[src/bitmap_id_allocator_defines.svh]
// Assertion macros for the identifier allocator.
// Each property is clocked on clk and disabled while arst_n is low.
`ifndef BITMAP_ID_ALLOCATOR_DEFINES_SVH
`define BITMAP_ID_ALLOCATOR_DEFINES_SVH
`ifndef ASSERT_OFF
`define ASSERT_IMPL(label, prop, msg) \
	label: assert property (@(posedge clk) disable iff (!arst_n) prop) else $error(msg);
`define ASSERT_NEXT(label, ante, cons, msg) \
	label: assert property (@(posedge clk) disable iff (!arst_n) ante |=> cons) else $error(msg);
`else
`define ASSERT_IMPL(label, prop, msg)
`define ASSERT_NEXT(label, ante, cons, msg)
`endif
`endif

[src/bmid_pkg.sv]
package bmid_pkg;

	// default map geometry
	localparam int WORD_BITS_DEF  = 32;
	localparam int WORD_COUNT_DEF = 8;

	// field widths
	localparam int KIND_W   = 2;
	localparam int ID_W     = 8;
	localparam int STATUS_W = 2;

	// request kinds
	localparam logic [KIND_W-1:0] KIND_ALLOC   = 2'd0;
	localparam logic [KIND_W-1:0] KIND_RELEASE = 2'd1;
	localparam logic [KIND_W-1:0] KIND_RESERVE = 2'd2;
	localparam logic [KIND_W-1:0] KIND_CLEAR   = 2'd3;

	// result codes
	localparam logic [STATUS_W-1:0] STAT_OK   = 2'd0;
	localparam logic [STATUS_W-1:0] STAT_NONE = 2'd1;
	localparam logic [STATUS_W-1:0] STAT_BUSY = 2'd2;

endpackage

[src/bmid_ram.sv]
module bmid_ram #(
	parameter int WIDTH = 32,
	parameter int DEPTH = 8
) (
	input  logic                                  clk,
	input  logic                                  we,
	input  logic [(DEPTH > 1 ? $clog2(DEPTH) : 1)-1:0] waddr,
	input  logic [WIDTH-1:0]                      wdata,
	input  logic                                  re,
	input  logic [(DEPTH > 1 ? $clog2(DEPTH) : 1)-1:0] raddr,
	output logic [WIDTH-1:0]                      rdata
);

	logic [WIDTH-1:0] mem_q [DEPTH];

	// single write port, registered read port
	always_ff @(posedge clk) begin
		if (we) begin
			mem_q[waddr] <= wdata;
		end
		if (re) begin
			rdata <= mem_q[raddr];
		end
	end

endmodule

[src/bmid_ffz.sv]
module bmid_ffz #(
	parameter int WORD_BITS = 32
) (
	input  logic [WORD_BITS-1:0]         word,
	input  logic [WORD_BITS-1:0]         fill,
	output logic                         found,
	output logic [$clog2(WORD_BITS)-1:0] idx,
	output logic [WORD_BITS-1:0]         hot
);

	localparam int BW = $clog2(WORD_BITS);

	logic [WORD_BITS-1:0] free;

	// lowest clear bit: isolate it with x & -x, then encode the one-hot
	always_comb begin
		free  = ~(word | fill);
		hot   = free & (~free + {{(WORD_BITS-1){1'b0}}, 1'b1});
		found = |free;
		idx   = '0;
		for (int i = 0; i < WORD_BITS; i++) begin
			if (hot[i]) begin
				idx = idx | BW'(i);
			end
		end
	end

endmodule

[src/bitmap_id_allocator.sv]
// Identifier allocator: bitmap of used ids in one word-wide RAM, read-modify-write.
// Release, reserve and clear pass S_RD then S_CHK; the done strobe is registered from S_CHK.
// Allocate: S_RD then S_CHK per scanned word, at most ceil(min(ids,256)/WORD_BITS) words;
// the scan reads one word per RAM read, so its length sets the allocate time.
// Reset (arst_n low, asynchronous) clears per-word valid flags at once: every id is free.
// Results appear for one cycle on done; the receiver cannot stall them.
`include "bitmap_id_allocator_defines.svh"

module bitmap_id_allocator
	import bmid_pkg::*;
#(
	parameter int WORD_BITS  = WORD_BITS_DEF,
	parameter int WORD_COUNT = WORD_COUNT_DEF
) (
	input  logic                clk,
	input  logic                arst_n,
	input  logic                start,
	output logic                busy,
	input  logic [KIND_W-1:0]   kind,
	input  logic [ID_W-1:0]     id,
	output logic                done,
	output logic [STATUS_W-1:0] status,
	output logic [ID_W-1:0]     id_out
);

	localparam int AW        = WORD_COUNT > 1 ? $clog2(WORD_COUNT) : 1;
	localparam int BW        = $clog2(WORD_BITS);
	localparam int CAP       = WORD_BITS * WORD_COUNT;
	localparam int ID_LIMIT  = 1 << ID_W;
	localparam int ALLOC_IDS = CAP < ID_LIMIT ? CAP : ID_LIMIT;
	localparam int ALLOC_WDS = (ALLOC_IDS + WORD_BITS - 1) / WORD_BITS;
	localparam int LAST_BITS = ALLOC_IDS - (ALLOC_WDS - 1) * WORD_BITS;
	localparam int RECIP     = (65536 + WORD_BITS - 1) / WORD_BITS;
	localparam int PW        = ID_W + 17;

	localparam logic [AW-1:0] LAST_WORD = AW'(ALLOC_WDS - 1);
	localparam logic [PW-1:0] RECIP_V   = PW'(RECIP);

	// sequencer states
	localparam logic [1:0] S_IDLE = 2'd0;
	localparam logic [1:0] S_RD   = 2'd1;
	localparam logic [1:0] S_CHK  = 2'd2;

	logic [1:0]            state_q;
	logic [KIND_W-1:0]     kind_q;
	logic [ID_W-1:0]       id_q;
	logic [AW-1:0]         addr_q;
	logic                  in_range_q;
	logic [WORD_COUNT-1:0] valid_q;
	logic                  done_q;
	logic [STATUS_W-1:0]   status_q;
	logic [ID_W-1:0]       id_out_q;

	logic                  accept;
	logic [PW-1:0]         prod;
	logic [ID_W-1:0]       quot;
	logic                  in_range_c;
	logic                  rd_en;
	logic [AW-1:0]         rd_addr;
	logic [WORD_BITS-1:0]  rd_data;
	logic [WORD_BITS-1:0]  word;
	logic [WORD_BITS-1:0]  fill;
	logic                  ffz_found;
	logic [BW-1:0]         ffz_idx;
	logic [WORD_BITS-1:0]  ffz_hot;
	logic [ID_W-1:0]       base;
	logic [ID_W-1:0]       rem_full;
	logic [WORD_BITS-1:0]  bit_mask;
	logic                  wr_en;
	logic [WORD_BITS-1:0]  wr_data;
	logic                  fin;
	logic [STATUS_W-1:0]   res_status;
	logic [ID_W-1:0]       res_id;
	logic                  scan_next;

	assign accept = start && !busy;
	assign busy   = (state_q != S_IDLE);
	assign done   = done_q;
	assign status = status_q;
	assign id_out = id_out_q;

	// word index by reciprocal multiply, exact for 8-bit ids
	always_comb begin
		prod       = PW'(id_q) * RECIP_V;
		quot       = prod[ID_W+15:16];
		in_range_c = int'(id_q) < CAP;
		rd_addr    = (kind_q == KIND_ALLOC) ? addr_q : quot[AW-1:0];
		rd_en      = (state_q == S_RD) && (kind_q != KIND_CLEAR) &&
			((kind_q == KIND_ALLOC) || in_range_c);
	end

	bmid_ram #(
		.WIDTH (WORD_BITS),
		.DEPTH (WORD_COUNT)
	) u_map (
		.clk   (clk),
		.we    (wr_en),
		.waddr (addr_q),
		.wdata (wr_data),
		.re    (rd_en),
		.raddr (rd_addr),
		.rdata (rd_data)
	);

	// never-written words read as free; ids past the allocate limit read as used
	always_comb begin
		word = valid_q[addr_q] ? rd_data : '0;
		for (int i = 0; i < WORD_BITS; i++) begin
			fill[i] = (addr_q == LAST_WORD) && (i >= LAST_BITS);
		end
	end

	bmid_ffz #(
		.WORD_BITS (WORD_BITS)
	) u_ffz (
		.word  (word),
		.fill  (fill),
		.found (ffz_found),
		.idx   (ffz_idx),
		.hot   (ffz_hot)
	);

	// bit position of a given id inside its word
	always_comb begin
		base     = ID_W'(int'(addr_q) * WORD_BITS);
		rem_full = id_q - base;
		bit_mask = '0;
		bit_mask[rem_full[BW-1:0]] = 1'b1;
	end

	// modify and write back
	always_comb begin
		wr_en      = 1'b0;
		wr_data    = word;
		fin        = 1'b1;
		scan_next  = 1'b0;
		res_status = STAT_OK;
		res_id     = '0;
		case (kind_q)
			KIND_ALLOC: begin
				if (ffz_found) begin
					wr_en   = 1'b1;
					wr_data = word | ffz_hot;
					res_id  = ID_W'(int'(addr_q) * WORD_BITS + int'(ffz_idx));
				end else if (addr_q == LAST_WORD) begin
					res_status = STAT_NONE;
				end else begin
					fin       = 1'b0;
					scan_next = 1'b1;
				end
			end
			KIND_RELEASE: begin
				wr_en   = in_range_q;
				wr_data = word & ~bit_mask;
			end
			KIND_RESERVE: begin
				if (!in_range_q || ((word & bit_mask) != '0)) begin
					res_status = STAT_BUSY;
				end else begin
					wr_en   = 1'b1;
					wr_data = word | bit_mask;
				end
			end
			default: begin
				wr_en = 1'b0;
			end
		endcase
		if (state_q != S_CHK) begin
			wr_en     = 1'b0;
			fin       = 1'b0;
			scan_next = 1'b0;
		end
	end

	// sequencer and control state
	always_ff @(posedge clk or negedge arst_n) begin
		if (!arst_n) begin
			state_q <= S_IDLE;
			valid_q <= '0;
			done_q  <= 1'b0;
		end else begin
			done_q <= fin;
			case (state_q)
				S_IDLE: begin
					if (accept) begin
						state_q <= S_RD;
					end
				end
				S_RD: begin
					state_q <= S_CHK;
				end
				S_CHK: begin
					if (scan_next) begin
						state_q <= S_RD;
					end else begin
						state_q <= S_IDLE;
					end
					if (kind_q == KIND_CLEAR) begin
						valid_q <= '0;
					end else if (wr_en) begin
						valid_q[addr_q] <= 1'b1;
					end
				end
				default: begin
					state_q <= S_IDLE;
				end
			endcase
		end
	end

	// transaction fields, word address and result registers
	always_ff @(posedge clk) begin
		if (accept) begin
			kind_q <= kind;
			id_q   <= id;
			addr_q <= '0;
		end
		if (state_q == S_RD) begin
			in_range_q <= in_range_c;
			if (kind_q != KIND_ALLOC) begin
				addr_q <= quot[AW-1:0];
			end
		end
		if (scan_next) begin
			addr_q <= addr_q + 1'b1;
		end
		if (fin) begin
			status_q <= res_status;
			id_out_q <= res_id;
		end
	end

	`ASSERT_IMPL(a_done_after_busy, done_q |-> $past(busy), "result without a request in flight")
	`ASSERT_NEXT(a_accept_busy, start && !busy, busy, "accepted request did not raise busy")
	`ASSERT_IMPL(a_none_only_alloc, done_q && (status_q == STAT_NONE) |-> (kind_q == KIND_ALLOC), "no-free status on a non-allocate request")
	`ASSERT_IMPL(a_id_only_ok, done_q && (id_out_q != '0) |-> (status_q == STAT_OK), "nonzero id with failing status")

endmodule

[config.mk]
export PLATFORM = sky130hd
export DESIGN_NAME = bitmap_id_allocator
export DESIGN_NICKNAME = d
export VERILOG_FILES = /design/src/bmid_pkg.sv /design/src/bmid_ram.sv /design/src/bmid_ffz.sv /design/src/bitmap_id_allocator.sv
export VERILOG_INCLUDE_DIRS = /design/src /design/src/src
export SDC_FILE = /design/constraint.sdc
export NUM_CORES = 1
export LEC_CHECK = 0
export ABC_AREA = 0
export CORE_MARGIN = 2
export CORE_UTILIZATION = 55
export CTS_CLUSTER_SIZE = 12
export DETAILED_ROUTE_END_ITERATION = 6
export DONT_BUFFER_PORTS = 1
export HOLD_SLACK_MARGIN = 0.15
export PLACE_DENSITY = 0.74
export RECOVER_POWER = 25
export SLEW_MARGIN = 10
export SYNTH_ARGS = -nofsm -noshare
export SYNTH_HDL_FRONTEND = slang
export SYNTH_HIERARCHICAL = 1
export SYNTH_SLANG_ARGS = --single-unit
[constraint.sdc]
create_clock -name clk -period 13.6 [get_ports clk]
set_input_delay 2.04 -clock clk [delete_from_list [all_inputs] [get_ports clk]]
set_output_delay 2.04 -clock clk [all_outputs]
set_load 0.1 [all_outputs]
## After elaboration in Yosys (flattened, before gate mapping)

Memories as Yosys holds them, arrays and structs flattened. A register that Yosys moved wholly into a read port is not among the register bits.
Cells that the tools add are included.

| cells by class | value |
|---|---|
| equality and inequality tests | 10 |
| $add $sub $neg | 4 |
| mux-type cells | 91 |
| reduce and logical (&&, ||, !) cells | 12 |
| bitwise operators | 9 |
| magnitude comparators | 4 |

Operators with widths:

| cell | number |
|---|---|
| two-way mux 32 bit | 5 |
| AND 32 bit | 3 |
| NOT 32 bit | 3 |
| case mux 32 bit (3 select lines) | 1 |
| two-way mux 5 bit | 16 |
| bitwise OR 32 bit | 2 |
| two-way mux 8 bit | 7 |
| adder 32 x 1 -> 32 bit (second input constant) | 1 |
| two-way mux 4 bit | 8 |
| nonzero test 32 bit | 1 |
| OR reduction 32 bit | 1 |
| two-way mux 3 bit | 10 |
| two-way mux 1 bit | 27 |
| two-way mux 2 bit | 11 |
| adder 8 x 5 -> 8 bit | 1 |
| bitwise OR 8 bit | 1 |
| equality test 2 bit (second input constant) | 3 |
| less-than comparator 5 x 6 -> 1 bit (second input constant) | 1 |
| inequality test 2 bit (second input constant) | 3 |
| case mux 2 bit (3 select lines) | 1 |
| demux 1 bit (select 5 bit) | 1 |
| >= comparator 5 x 1 -> 1 bit (second input constant) | 1 |
| subtractor 5 x 1 -> 5 bit (second input constant) | 1 |
| equality test 2 x 1 -> 1 bit (second input constant) | 2 |
| other kinds (14) | 19 |

| word-level totals | value |
|---|---|
| RAM bits | 256 |
| input bits | 13 |
| memories kept | 1 |
| register bits after elaboration | 34 |

Memory list:

| name | depth | bits a word | read ports | clocked after memory_dff | write ports | RTL line | source |
|---|---|---|---|---|---|---|---|
| u_map.mem_q | 8 | 32 | 1 | 1 | 1 | bmid_ram.sv:14 | `logic [WIDTH-1:0] mem_q [DEPTH];` |

## Longest topological paths before layout

Gate-level depths: netlist of the first run.

| depth | value |
|---|---|
| depth in word-level cells | 41 |
| gate-level depth with buffers | 19 |

## Modules after synthesis

The synthesis of the first run kept the hierarchy.

By module, submodules not included:

| module | area each (sq um) | sequential area each (sq um) | instances | cells an instance |
|---|---|---|---|---|
| bmid_ram | 10786.6 | 8648.3 | 1 | 415 |
| bitmap_id_allocator | 3221.8 | 935.9 | 1 | 394 |
| bmid_ffz | 753.2 | 0.0 | 1 | 131 |

## Worst setup path after synthesis of the first run

Ideal clock, no wire load.

| path | value |
|---|---|
| kind | register to register |
| start point | register addr_q[0] |
| end point | memory u_map.mem_q[4][0], enable pin |
| buffers on the path | 3 |
| required time | 13.139 ns |
| arrival time | 5.249 ns |
| slack | 7.890 ns |
| cell stages (with the launch flop) | 17 |
| period minus slack after synthesis | 5.710 ns |
| path through | dfxtp_1 clkbuf_1 mux4_2 o21ai_0 buf_2 clkbuf_1 and2_1 o22ai_1 nor2b_1 nand3_1 nor4_4 o211ai_1 nor3_1 or3_1 o21ai_0 nand2_1 nor3_1 |

| on the way | value |
|---|---|
| cells in the longest elaborated chain, start to end | 11 |
| elaborated cells on any way between the ends | 15 |

Ends and longest elaborated chain:

| element | RTL line | source |
|---|---|---|
| start: declaration | bitmap_id_allocator.sv:47 | `logic [AW-1:0] addr_q;` |
| start signal: assignment | bitmap_id_allocator.sv:221 | `addr_q <= quot[AW-1:0];` |
| start signal: assignment | bitmap_id_allocator.sv:225 | `addr_q <= addr_q + 1'b1;` |
| binary-select mux 1 bit (select 3 bit) | bitmap_id_allocator.sv:107 | `word = valid_q[addr_q] ? rd_data : '0;` |
| two-way mux 1 bit (not written as such) | bitmap_id_allocator.sv:107 |  |
| two-way mux 32 bit | bitmap_id_allocator.sv:107 |  |
| via word[1] | bitmap_id_allocator.sv:61 | `logic [WORD_BITS-1:0] word;` |
| NOT 32 bit | bmid_ffz.sv:17 | `free = ~(word \| fill);` |
| OR reduction 32 bit | bmid_ffz.sv:19 | `found = \|free;` |
| via ffz_found | bitmap_id_allocator.sv:63 | `logic ffz_found;` |
| two-way mux 1 bit | bitmap_id_allocator.sv:141 | `if (ffz_found) begin` |
| two-way mux 1 bit | bitmap_id_allocator.sv:139 | `case (kind_q)` |
| case mux 1 bit (3 select lines) | bitmap_id_allocator.sv:139 |  |
| two-way mux 1 bit | bitmap_id_allocator.sv:168 | `if (state_q != S_CHK) begin` |
| via wr_en | bitmap_id_allocator.sv:69 | `logic wr_en;` |
| two-way mux 1 bit | bmid_ram.sv:18 | `if (we) begin` |
| two-way mux 1 bit (not written as such) | bmid_ram.sv:19 | `mem_q[waddr] <= wdata;` |
| end: declaration | bmid_ram.sv:14 |  |

The timed path passes the listed nets, and every way through them passes these cells. The select of a mux whose other input is x is not followed.

## Final worst setup path of the first run

| path | value |
|---|---|
| start point | register addr_q[2] |
| end point | memory u_map.mem_q[7][8] (data pin) |

| on the way | value |
|---|---|
| elaborated cells on any way between the ends | 18 |

RTL lines:

| element | RTL line | source |
|---|---|---|
| binary-select mux 1 bit (select 3 bit) | bitmap_id_allocator.sv:107 |  |
| two-way mux 1 bit (not written as such) | bitmap_id_allocator.sv:107 |  |
| two-way mux 32 bit | bitmap_id_allocator.sv:107 |  |
| via word[15] | bitmap_id_allocator.sv:61 |  |
| NOT 32 bit | bmid_ffz.sv:17 |  |
| OR reduction 32 bit | bmid_ffz.sv:19 |  |
| via ffz_found | bitmap_id_allocator.sv:63 |  |
| two-way mux 32 bit | bitmap_id_allocator.sv:141 |  |
| two-way mux 32 bit | bitmap_id_allocator.sv:139 |  |
| case mux 32 bit (3 select lines) | bitmap_id_allocator.sv:139 |  |
| via wr_data[8] | bitmap_id_allocator.sv:70 | `logic [WORD_BITS-1:0] wr_data;` |

The timed path passes the listed nets, and every way through them passes these cells. The select of a mux whose other input is x is not followed.

==> flow_summary.yaml, run 1 <==
timing:
  slew_viol_final: 195
  rsz0062_at_grt: "false"
  finalSetupViolations: 0
  max_slew_margin_pct: -77.15
  tightest_slew_ns: 2.657
  hold_ws_ns: 0.5367
  skew_ns: 0.02910
  min_period_ns: 7.472
  timing.final.ws_setup_ns: 6.128
  hold_violations: 0
  post-route-period-util_pct: 54.94
  max_freq_ghz: 0.1338
  finalSetupTns_ns: 0
route:
  vias: 8697
  firstDrtPassIters: 5
  wl_mm: 33.27
  drt_iter0_markers: 1126
  ant_nets: 0
  via_per_inst: 6.381
  wl_per_cell_um: 24.41
  drc_errors: 0
setup_path:
  crit_chain: "mux2i_1 > mux4_2 > o21ai_0 > clkbuf_1 > and2_0 > o22ai_1 > or3_1 > or3_1 > nor4_1 > o211ai_1 > and2_0 > clkbuf_1 > a221o_1 > nand4_1 > o22ai_1"
  cp.depth: 15
  r2r-end: "u_map/mem_q[7][8]"
  r2r_slack_ns: 6.13
  critPathMaxFanout: 39
  reg2reg_depth: 15
  path_class: "reg2reg"
  critPathMaxStageDelay_ns: 1.15
  slowest_stage: "clkbuf_1"
  critical_path_buf_inv_count: 2
  crit_arrival_ns: 7.54
  cp-start-kind: "flip-flop"
  crit_family: "simple AND/OR/NAND/NOR gates"
  endpoint_kind: "flip-flop"
  reg2reg_from: "addr_q[2]"
  cp_data_required_time_ns: 13.67
cells_and_area:
  regArea_mm2: 0.009584
  nets: 1024
  diodes: 0
  multi_input_area_mm2: 0.005104
  finalNonFillerCells: 1363
  fillers: 1885
  postLayoutCellArea_mm2: 0.01627
  drive_gt1_share_pct: 13.52
  area_growth_pct: 10.24
clock_network:
  postCtsSetupBuffers: 0
  htreeDepth: 2
  clk_path_buf_depth: 3
  numCtsBuffers: 35
  clk_latency_ns: 0.52
  clock-sinks: 322
  hold_buffers: 0
  clk_pin_slew_ns: 0.06
  cts_tree: "yes"
  cts_resized: 0
  cts_root_buffer: "clkbuf_16"
min_path:
  worstHoldPathType: "reg2reg"
  hold_end: "valid_q[5]"
  whs_path_depth: 2
  hold_start: "valid_q[5]"
synth:
  syn_inst: 940
  synth_top_area_share_pct: 62.65
  netlist_area_mm2: 0.01476
  synth_edf_count: 308
  ys_warn_count: 6
  synth.area.top_cells: "edfxtp_1 63%, mux4_1 7.1%, mux4_2 4.0%"
  synth.avg_cell_area_um2: 15.70
  ys_async_sr_fraction_pct: 3.416
  ys_types: 71
  yosys-top-cells-count: "308 x edfxtp_1, 63 x nor2_1, 56 x nand2_1"
  synth_seq_area_share_pct: 64.93
  ys_seq_elements: 322
  yosysTopAreaCell: "edfxtp_1"
  yosys_most_used_dff: "edfxtp_1"
  synth_most_common_cell: "edfxtp_1"
global_route:
  antenna_found_initial: 0
  grt-ovfl-total: 0
  grt_usage_pct: 23.76
  grt_pass1_wl_mm: 50.56
  grt_pass1_vias: 8466
  grt_max_degree: 40
place:
  port_buffers: 0
  gp_congestion: 1.031
  place_ws_ns: 7.995
  dpl.hpwl_mm: 21.15
  post_dp_cell_area_mm2: 0.01532
  dp.cells: 1307
power_and_ir_drop:
  ir_drop_mv: 0.1137
  power_density_mw_per_mm2: 165.4
  leakagePower_nw: 5.408
floorplan:
  initial_core_util_pct: 56.33
  fp.dieArea_mm2: 0.02817
  rows: 59
  die_width_um: 167.8
  core_area_mm2: 0.02621
  io_pins: 25
  chipHeight_um: 167.8
status:
  outcome: "complete, but fails checks"
  violations: "max-capacitance violations, max-slew violations"
flow_run:
  maxCapViolCount: 7
-- layout by cell type, fill, tap and decap left out, drive strengths merged, types with 4 or more instances in the layout --
cell type,instances
a21o,4
a21oi,19
a22oi,37
and2,41
and3,14
buf,11
clkbuf,52
clkinv,7
conb,67
dfrtp,11
edfxtp,308
inv,8
mux2,37
mux2i,8
mux4,66
nand2,56
nand2b,13
nand3,11
nand3b,7
nand4,8
nor2,63
nor2b,14
nor3,26
nor3b,5
nor4,17
o211ai,5
o21ai,23
o22ai,9
o31ai,21
or2,5
or3,10
-- how the worst max path moves through the flow --
stage               from  slack, ns                 end
3_5_place_dp   addr_q[2]       7.99  u_map/mem_q[2][22]
4_1_cts        addr_q[2]       7.95  u_map/mem_q[2][22]
6_report       addr_q[2]       6.13   u_map/mem_q[7][8]
3_3_place_gp   addr_q[2]       8.26  u_map/mem_q[2][22]
2_1_floorplan  addr_q[0]       7.89   u_map/mem_q[4][0]
5_1_grt        addr_q[2]       5.79   u_map/mem_q[7][8]
-- per-layer routing --
layer	routed length [um]	track usage [%]	share of wire, %
met1	14440	33.76	43
met2	15480	37.84	47
met3	2364	4.302	7.1
met4	997	7.713	3.0
met5	0	0	0
-- where the power goes --
part	leakage [nW]	internal, mW	switching [mW]
clock network	0.497	0.502	0.357
registers	3.00	1.24	0.0599
logic	1.91	0.183	0.347
total	5.41	1.93	0.764
-- registers in the layout, indices dropped and copies added (netlist names) --
signal / count
u_map/mem_q: 256
status: 2
u_map/rdata: 32
addr_q: 3
done: 1
valid_q: 8
id_q: 8
id_out: 8
kind_q: 2
state_q: 2
-- final cells by class --
cell class	instances	area share (%)
Sequential cell	322	58.90
Multi-Input combinational cell	625	31.36
Clock buffer	45	5.744
Tap cell	335	2.576
Timing Repair Buffer	18	0.6689
Clock inverter	11	0.5920
Inverter	7	0.1615
-- worst min-delay path, stage by stage, from the launching register on --
cell and delay, ns:
dfrtp_1 0.34, a22oi_1 0.08, o21ai_0 0.08
-- cells by family after synthesis --
group	share of synthesized area, %
other cells	0.02540
fa+ha+maj	0.1695
simple gates	10.97
buf+inv	2.356
compound gates	7.103
mux	14.45
flops	64.93
-- metrics by stage --
stage          utilization [%]  total power [mW]
2_1_floorplan                -             1.691
3_3_place_gp             58.47             1.831
3_5_place_dp             58.47             1.848
4_1_cts                  62.41             2.710
5_1_grt                  62.10             2.794
6_report                 62.10             2.691
Note: power is estimated with default switching activity, not from simulation.
==> run 2: changes to the inputs <==
- clock period: 13.6 -> 7.4 ns (I/O delays scaled with it)
==> run 2 against run 1 <==
Effect of this change:
- the flow finishes with violations (design-rule violations, max-capacitance violations, max-slew violations)
- final cell count fell by 0.44%
- highest routed layer unchanged
- worst hold slack got worse by 0.26 ns
- largest power group unchanged
- power rose by 83%
- combinational power rose by 87%
- largest cell class unchanged
- global-route usage rose by 0.51 points
==> flow_summary.yaml, run 2 (synthesis results as in run 1) <==
power_and_ir_drop:
  seq_power_share_pct: 48.5
  leakagePower_nw: 5.416
  power_density_mw_per_mm2: 303.3
  internal_power_mw: 3.502
  combPwrFrac_pct: 20.2
  sw_frac_of_total_pct: 29.03
  clkPwrFrac_pct: 31.3
  ir_drop_mv: 0.1814
  netSwitchingPower_mw: 1.432
place:
  dpl.hpwl_mm: 21.52
  post_dp_cell_area_mm2: 0.01534
  gp_congestion: 0.9639
  dp.cells: 1308
  port_buffers: 0
status:
  violations: "design-rule violations, max-capacitance violations, max-slew violations"
  outcome: "complete, but fails checks"
timing:
  rsz0062_at_grt: "false"
  skew_ns: 0.02200
  max_slew_margin_pct: -92.68
  max_freq_ghz: 0.1601
  finalSetupTns_ns: 0
  tightest_slew_ns: 2.890
  finalSetupViolations: 0
  post-route-period-util_pct: 84.41
  hold_violations: 0
  min_period_ns: 6.246
  slew_viol_final: 128
route:
  drc_errors: 4
  drt_iter0_markers: 1156
  wl_met2_mm: 14.94
  firstDrtPassIters: 7
  wl_met3_mm: 3.257
  wl_per_cell_um: 24.82
  via_per_inst: 6.412
  vias: 8701
  wl_mm: 33.68
  top_layer: "met4"
  ant_nets: 0
  wl_met1_mm: 14.42
cells_and_area:
  diodes: 0
  drive_gt1_share_pct: 13.60
  final_common_cell: "edfxtp_1"
  largest_register: "u_map/mem_q"
  nets: 1024
  largest_reg_flops: 256
  reg.largest.list: "u_map/mem_q (256), u_map/rdata (32)"
  postLayoutCellArea_mm2: 0.01627
  finalNonFillerCells: 1357
  area_growth_pct: 10.21
  layout_common_cells: "308 x edfxtp_1, 67 x conb_1, 57 x nor2_1"
setup_path:
  r2r_slack_ns: 1.15
  crit_arrival_ns: 6.49
  endpoint_kind: "flip-flop"
  critPathMaxFanout: 39
  critPathMaxStageDelay_ns: 0.70
  crit_chain: "mux2i_1 > mux4_2 > o21ai_2 > buf_4 > and2_0 > o22ai_1 > or3_1 > or3_1 > nor4_1 > o211ai_1 > nor3_1 > nor2_1 > nand2_1 > o21ai_0 > nand2_1 > nor2_4 > buf_4"
  cp-start-kind: "flip-flop"
  slowest_stage: "nor4_1"
  reg2reg_depth: 17
  cp_data_required_time_ns: 7.64
  path_class: "reg2reg"
clock_network:
  cts_tree: "yes"
  clk_latency_ns: 0.53
  cts_resized: 0
  htreeDepth: 2
  numCtsBuffers: 34
  hold_buffers: 0
  clk_pin_slew_ns: 0.06
  cts_root_buffer: "clkbuf_16"
  clk_path_buf_depth: 3
  postCtsSetupBuffers: 0
  clock-sinks: 322
global_route:
  grt_pass1_vias: 8462
  grt_max_degree: 40
  antenna_found_initial: 0
  grt_usage_pct: 24.26
  grt_pass1_wl_mm: 51.12
  grt-ovfl-total: 0
flow_run:
  maxCapViolCount: 5
floorplan:
  fp.dieArea_mm2: 0.02817
  core_area_mm2: 0.02621
  io_pins: 25
  chipHeight_um: 167.8
  initial_core_util_pct: 56.33
  rows: 59
  die_width_um: 167.8
min_path:
  worstHoldPathType: "in2async"
run 2: cell type report:
type | instances | area (um^2)
clock inverters | 10 | 121.4
well taps | 335 | 419.2
fillers | 1854 | 9938
multi-input cells | 625 | 5124
flip-flops and latches | 322 | 9584
repair buffers | 19 | 123.9
inverters | 7 | 26.28
clock buffers | 39 | 869.6
run 2: per-stage QoR:
step | utilization, % | hold slack [ns] | total power, mW | setup slack, ns
floorplan | - | 0.4733 | 3.107 | 1.690
global placement | 58.53 | 0.5125 | 3.383 | 1.994
detailed placement | 58.53 | 0.5222 | 3.409 | 1.831
CTS | 62.31 | 0.2627 | 4.950 | 1.812
global route | 62.08 | 0.2648 | 5.120 | 0.7025
finish | 62.08 | 0.2777 | 4.935 | 1.154
run 2: per-layer routing:
metal / up-vias / global-route usage (%)
met1: 4350 / 35.67
met3: 69 / 5.407
met2: 415 / 36.13
met5: - / 0
met4: 0 / 8.847
li1: 3867 / -
run 2: worst paths after layout:
check	endpoint	start
min in group clk	valid_q[5]	valid_q[5]
hold reg to reg	valid_q[5]	valid_q[5]
setup reg to reg	u_map/mem_q[7][3]	addr_q[2]
setup / recovery	u_map/mem_q[7][3]	addr_q[2]
max in group asynchronous	done	arst_n
hold / removal	valid_q[3]	arst_n
run 2: critical path, delay by kind of cell, from the launching register on:
| family | cells | cell delay [ns] |
|---|---|---|
| AND/OR/NAND/NOR | 9 | 3.15 |
| AO/OA/AOI/OAI | 4 | 0.81 |
| multiplexers | 2 | 0.66 |
| flip-flops | 1 | 0.66 |
| buffers and inverters | 2 | 0.67 |
run 2: power groups by stage:
stage / logic [mW] / clock network, mW / registers (mW)
after floorplan: 0.733 / 0 / 2.37
after global placement: 0.960 / 0 / 2.42
after detailed placement: 0.985 / 0 / 2.42
after CTS: 0.986 / 1.57 / 2.39
after global routing: 1.07 / 1.64 / 2.40
final: 0.995 / 1.54 / 2.39
==> run 3: changes to the inputs <==
- PLACE_DENSITY: 0.74 -> 0.77
- clock period: 7.4 -> 5.4 ns (I/O delays scaled with it)
==> run 3 against run 2 <==
Effect of this change:
- worst setup slack got worse by 0.78 ns
- clock-buffer cell count increased by 3
- non-clock buffer count increased by 10
- largest cell class unchanged
- global-route usage increased by 0.38 points
- the flow still finishes with violations (design-rule violations, max-capacitance violations, max-slew violations)
- maximum frequency increased by 24%
- cell area increased by 0.34%
==> flow_summary.yaml, run 3 (synthesis results as in run 1) <==
setup_path:
  critPathMaxFanout: 31
  path_class: "reg2reg"
  endpoint_kind: "flip-flop"
  cp-start-kind: "flip-flop"
  cp_data_required_time_ns: 5.55
  crit_arrival_ns: 5.18
clock_network:
  clk_pin_slew_ns: 0.05
  numCtsBuffers: 34
  clock-sinks: 322
  cts_root_buffer: "clkbuf_16"
  clk_path_buf_depth: 3
  clk_latency_ns: 0.53
  cts_tree: "yes"
  htreeDepth: 2
global_route:
  grt_pass1_wl_mm: 52.05
  grt.busiest_layer: "met2"
  grt-ovfl-total: 0
  grt_pass1_vias: 8717
  grt_max_degree: 39
  antenna_found_initial: 0
  grt_usage_pct: 24.65
  grtUsageMet1_pct: 35.68
  grt_use_met3_pct: 5.618
  use_met2_pct: 37.06
cells_and_area:
  largest_reg_flops: 256
  layout_common_cells: "308 x edfxtp_1, 67 x conb_1, 57 x nor2_1"
  reg.largest.list: "u_map/mem_q (256), u_map/rdata (32)"
  finalNonFillerCells: 1371
  nets: 1034
  final_common_cell: "edfxtp_1"
  largest_register: "u_map/mem_q"
  postLayoutCellArea_mm2: 0.01632
  area_growth_pct: 10.58
  drive_gt1_share_pct: 14.69
timing:
  tightest_slew_ns: 2.245
  slew_viol_final: 81
  max_freq_ghz: 0.1988
  timing.final.ws_setup_ns: 0.3695
  max_slew_margin_pct: -49.70
  skew_ns: 0.02898
  min_period_ns: 5.030
  hold_violations: 0
  rsz0062_at_grt: "false"
  hold_ws_ns: 0.3793
  finalSetupViolations: 0
  post-route-period-util_pct: 93.16
place:
  post_dp_cell_area_mm2: 0.01539
  dp.cells: 1317
  port_buffers: 0
  dpl.hpwl_mm: 21.95
  place_ws_ns: 0.2448
  gp_congestion: 0.9818
floorplan:
  initial_core_util_pct: 56.33
  rows: 59
  fp.dieArea_mm2: 0.02817
  die_width_um: 167.8
  io_pins: 25
  core_area_mm2: 0.02621
  chipHeight_um: 167.8
route:
  ant_nets: 0
  via_per_inst: 6.451
  wl_per_cell_um: 24.83
  drt_iter0_markers: 1189
  firstDrtPassIters: 7
  drc_errors: 3
  vias: 8845
  wl_mm: 34.05
min_path:
  worstHoldPathType: "in2reg"
power_and_ir_drop:
  power_density_mw_per_mm2: 414.2
  leakagePower_nw: 5.458
  ir_drop_mv: 0.3256
  power_mw: 6.762
status:
  violations: "design-rule violations, max-capacitance violations, max-slew violations"
  outcome: "complete, but fails checks"
flow_run:
  maxCapViolCount: 4
[run 3: cell count changes in the layout (fill, tap and decap cells not counted), sizes merged]
cell	delta
dlygate4sd3	+1
clkbuf	+5
bufinv	-1
clkinvlp	+1
clkinv	+1
inv	-1
buf	+7
diode	+1
[run 3: final cells by class]
class	instances	area (um^2)
Antenna cell	1	2.502
Clock buffer	42	880.8
Clock inverter	10	88.84
Fill cell	1848	9883
Inverter	7	26.28
Multi-Input combinational cell	625	5124
Sequential cell	322	9584
Tap cell	335	419.2
Timing Repair Buffer	29	197.7
[run 3: per-stage QoR]
stage,setup TNS (ns),util (%)
global placement,0,58.73
detailed placement,0,58.73
CTS,0,62.47
global route,0,62.28
floorplan,-19.80,-
finish,0,62.29
[run 3: timing repair]
item | 4_1_cts | 5_1_grt
gates resized for setup | 0 | 2
hold buffers | 1 | 0
buffers inserted | 0 | 0
hold endpoints to repair | 11 | 0
endpoints found under the setup margin | 0 | 265
[run 3: per-layer routing]
layer  up-vias  routed length [um]
li1       3891                   -
met1      4409               14410
met2       458               15220
met3        87                3278
met4         0                1136
met5         -                   0
[run 3: path summary, 6_finish.rpt]
| check | from | cells after the start | to | slack (ns) |
|---|---|---|---|---|
| max in group asynchronous | arst_n | 1 | valid_q[4] | 4.33 |
| worst max-delay path | addr_q[2] | 13 | u_map/mem_q[2][17] | 0.37 |
| worst min register to register | valid_q[6] | 2 | valid_q[6] | 0.53 |
| worst min-delay path | id[6] | 0 | id_q[6] | 0.38 |
| min in group asynchronous | arst_n | 1 | valid_q[3] | 0.71 |
| worst max register to register | addr_q[2] | 13 | u_map/mem_q[2][17] | 0.37 |
[run 3: where the power goes]
group	internal, mW	switching (mW)	leakage [nW]
Combinational	0.494	0.935	1.99
Clock	1.16	0.903	0.468
Sequential	3.12	0.146	3.00
Total	4.78	1.98	5.46
[run 3: worst max-delay path: stages, from the launching register on]
cell,delay [ns]
dfxtp_1,0.54
mux2i_1,0.13
mux4_2,0.52
o21ai_4,0.24
and2_1,0.34
o22ai_2,0.12
or3_1,0.47
or3_1,0.48
nor4_4,0.38
o211ai_1,0.29
and2_0,0.22
buf_4,0.24
a22oi_1,0.34
o31ai_1,0.35
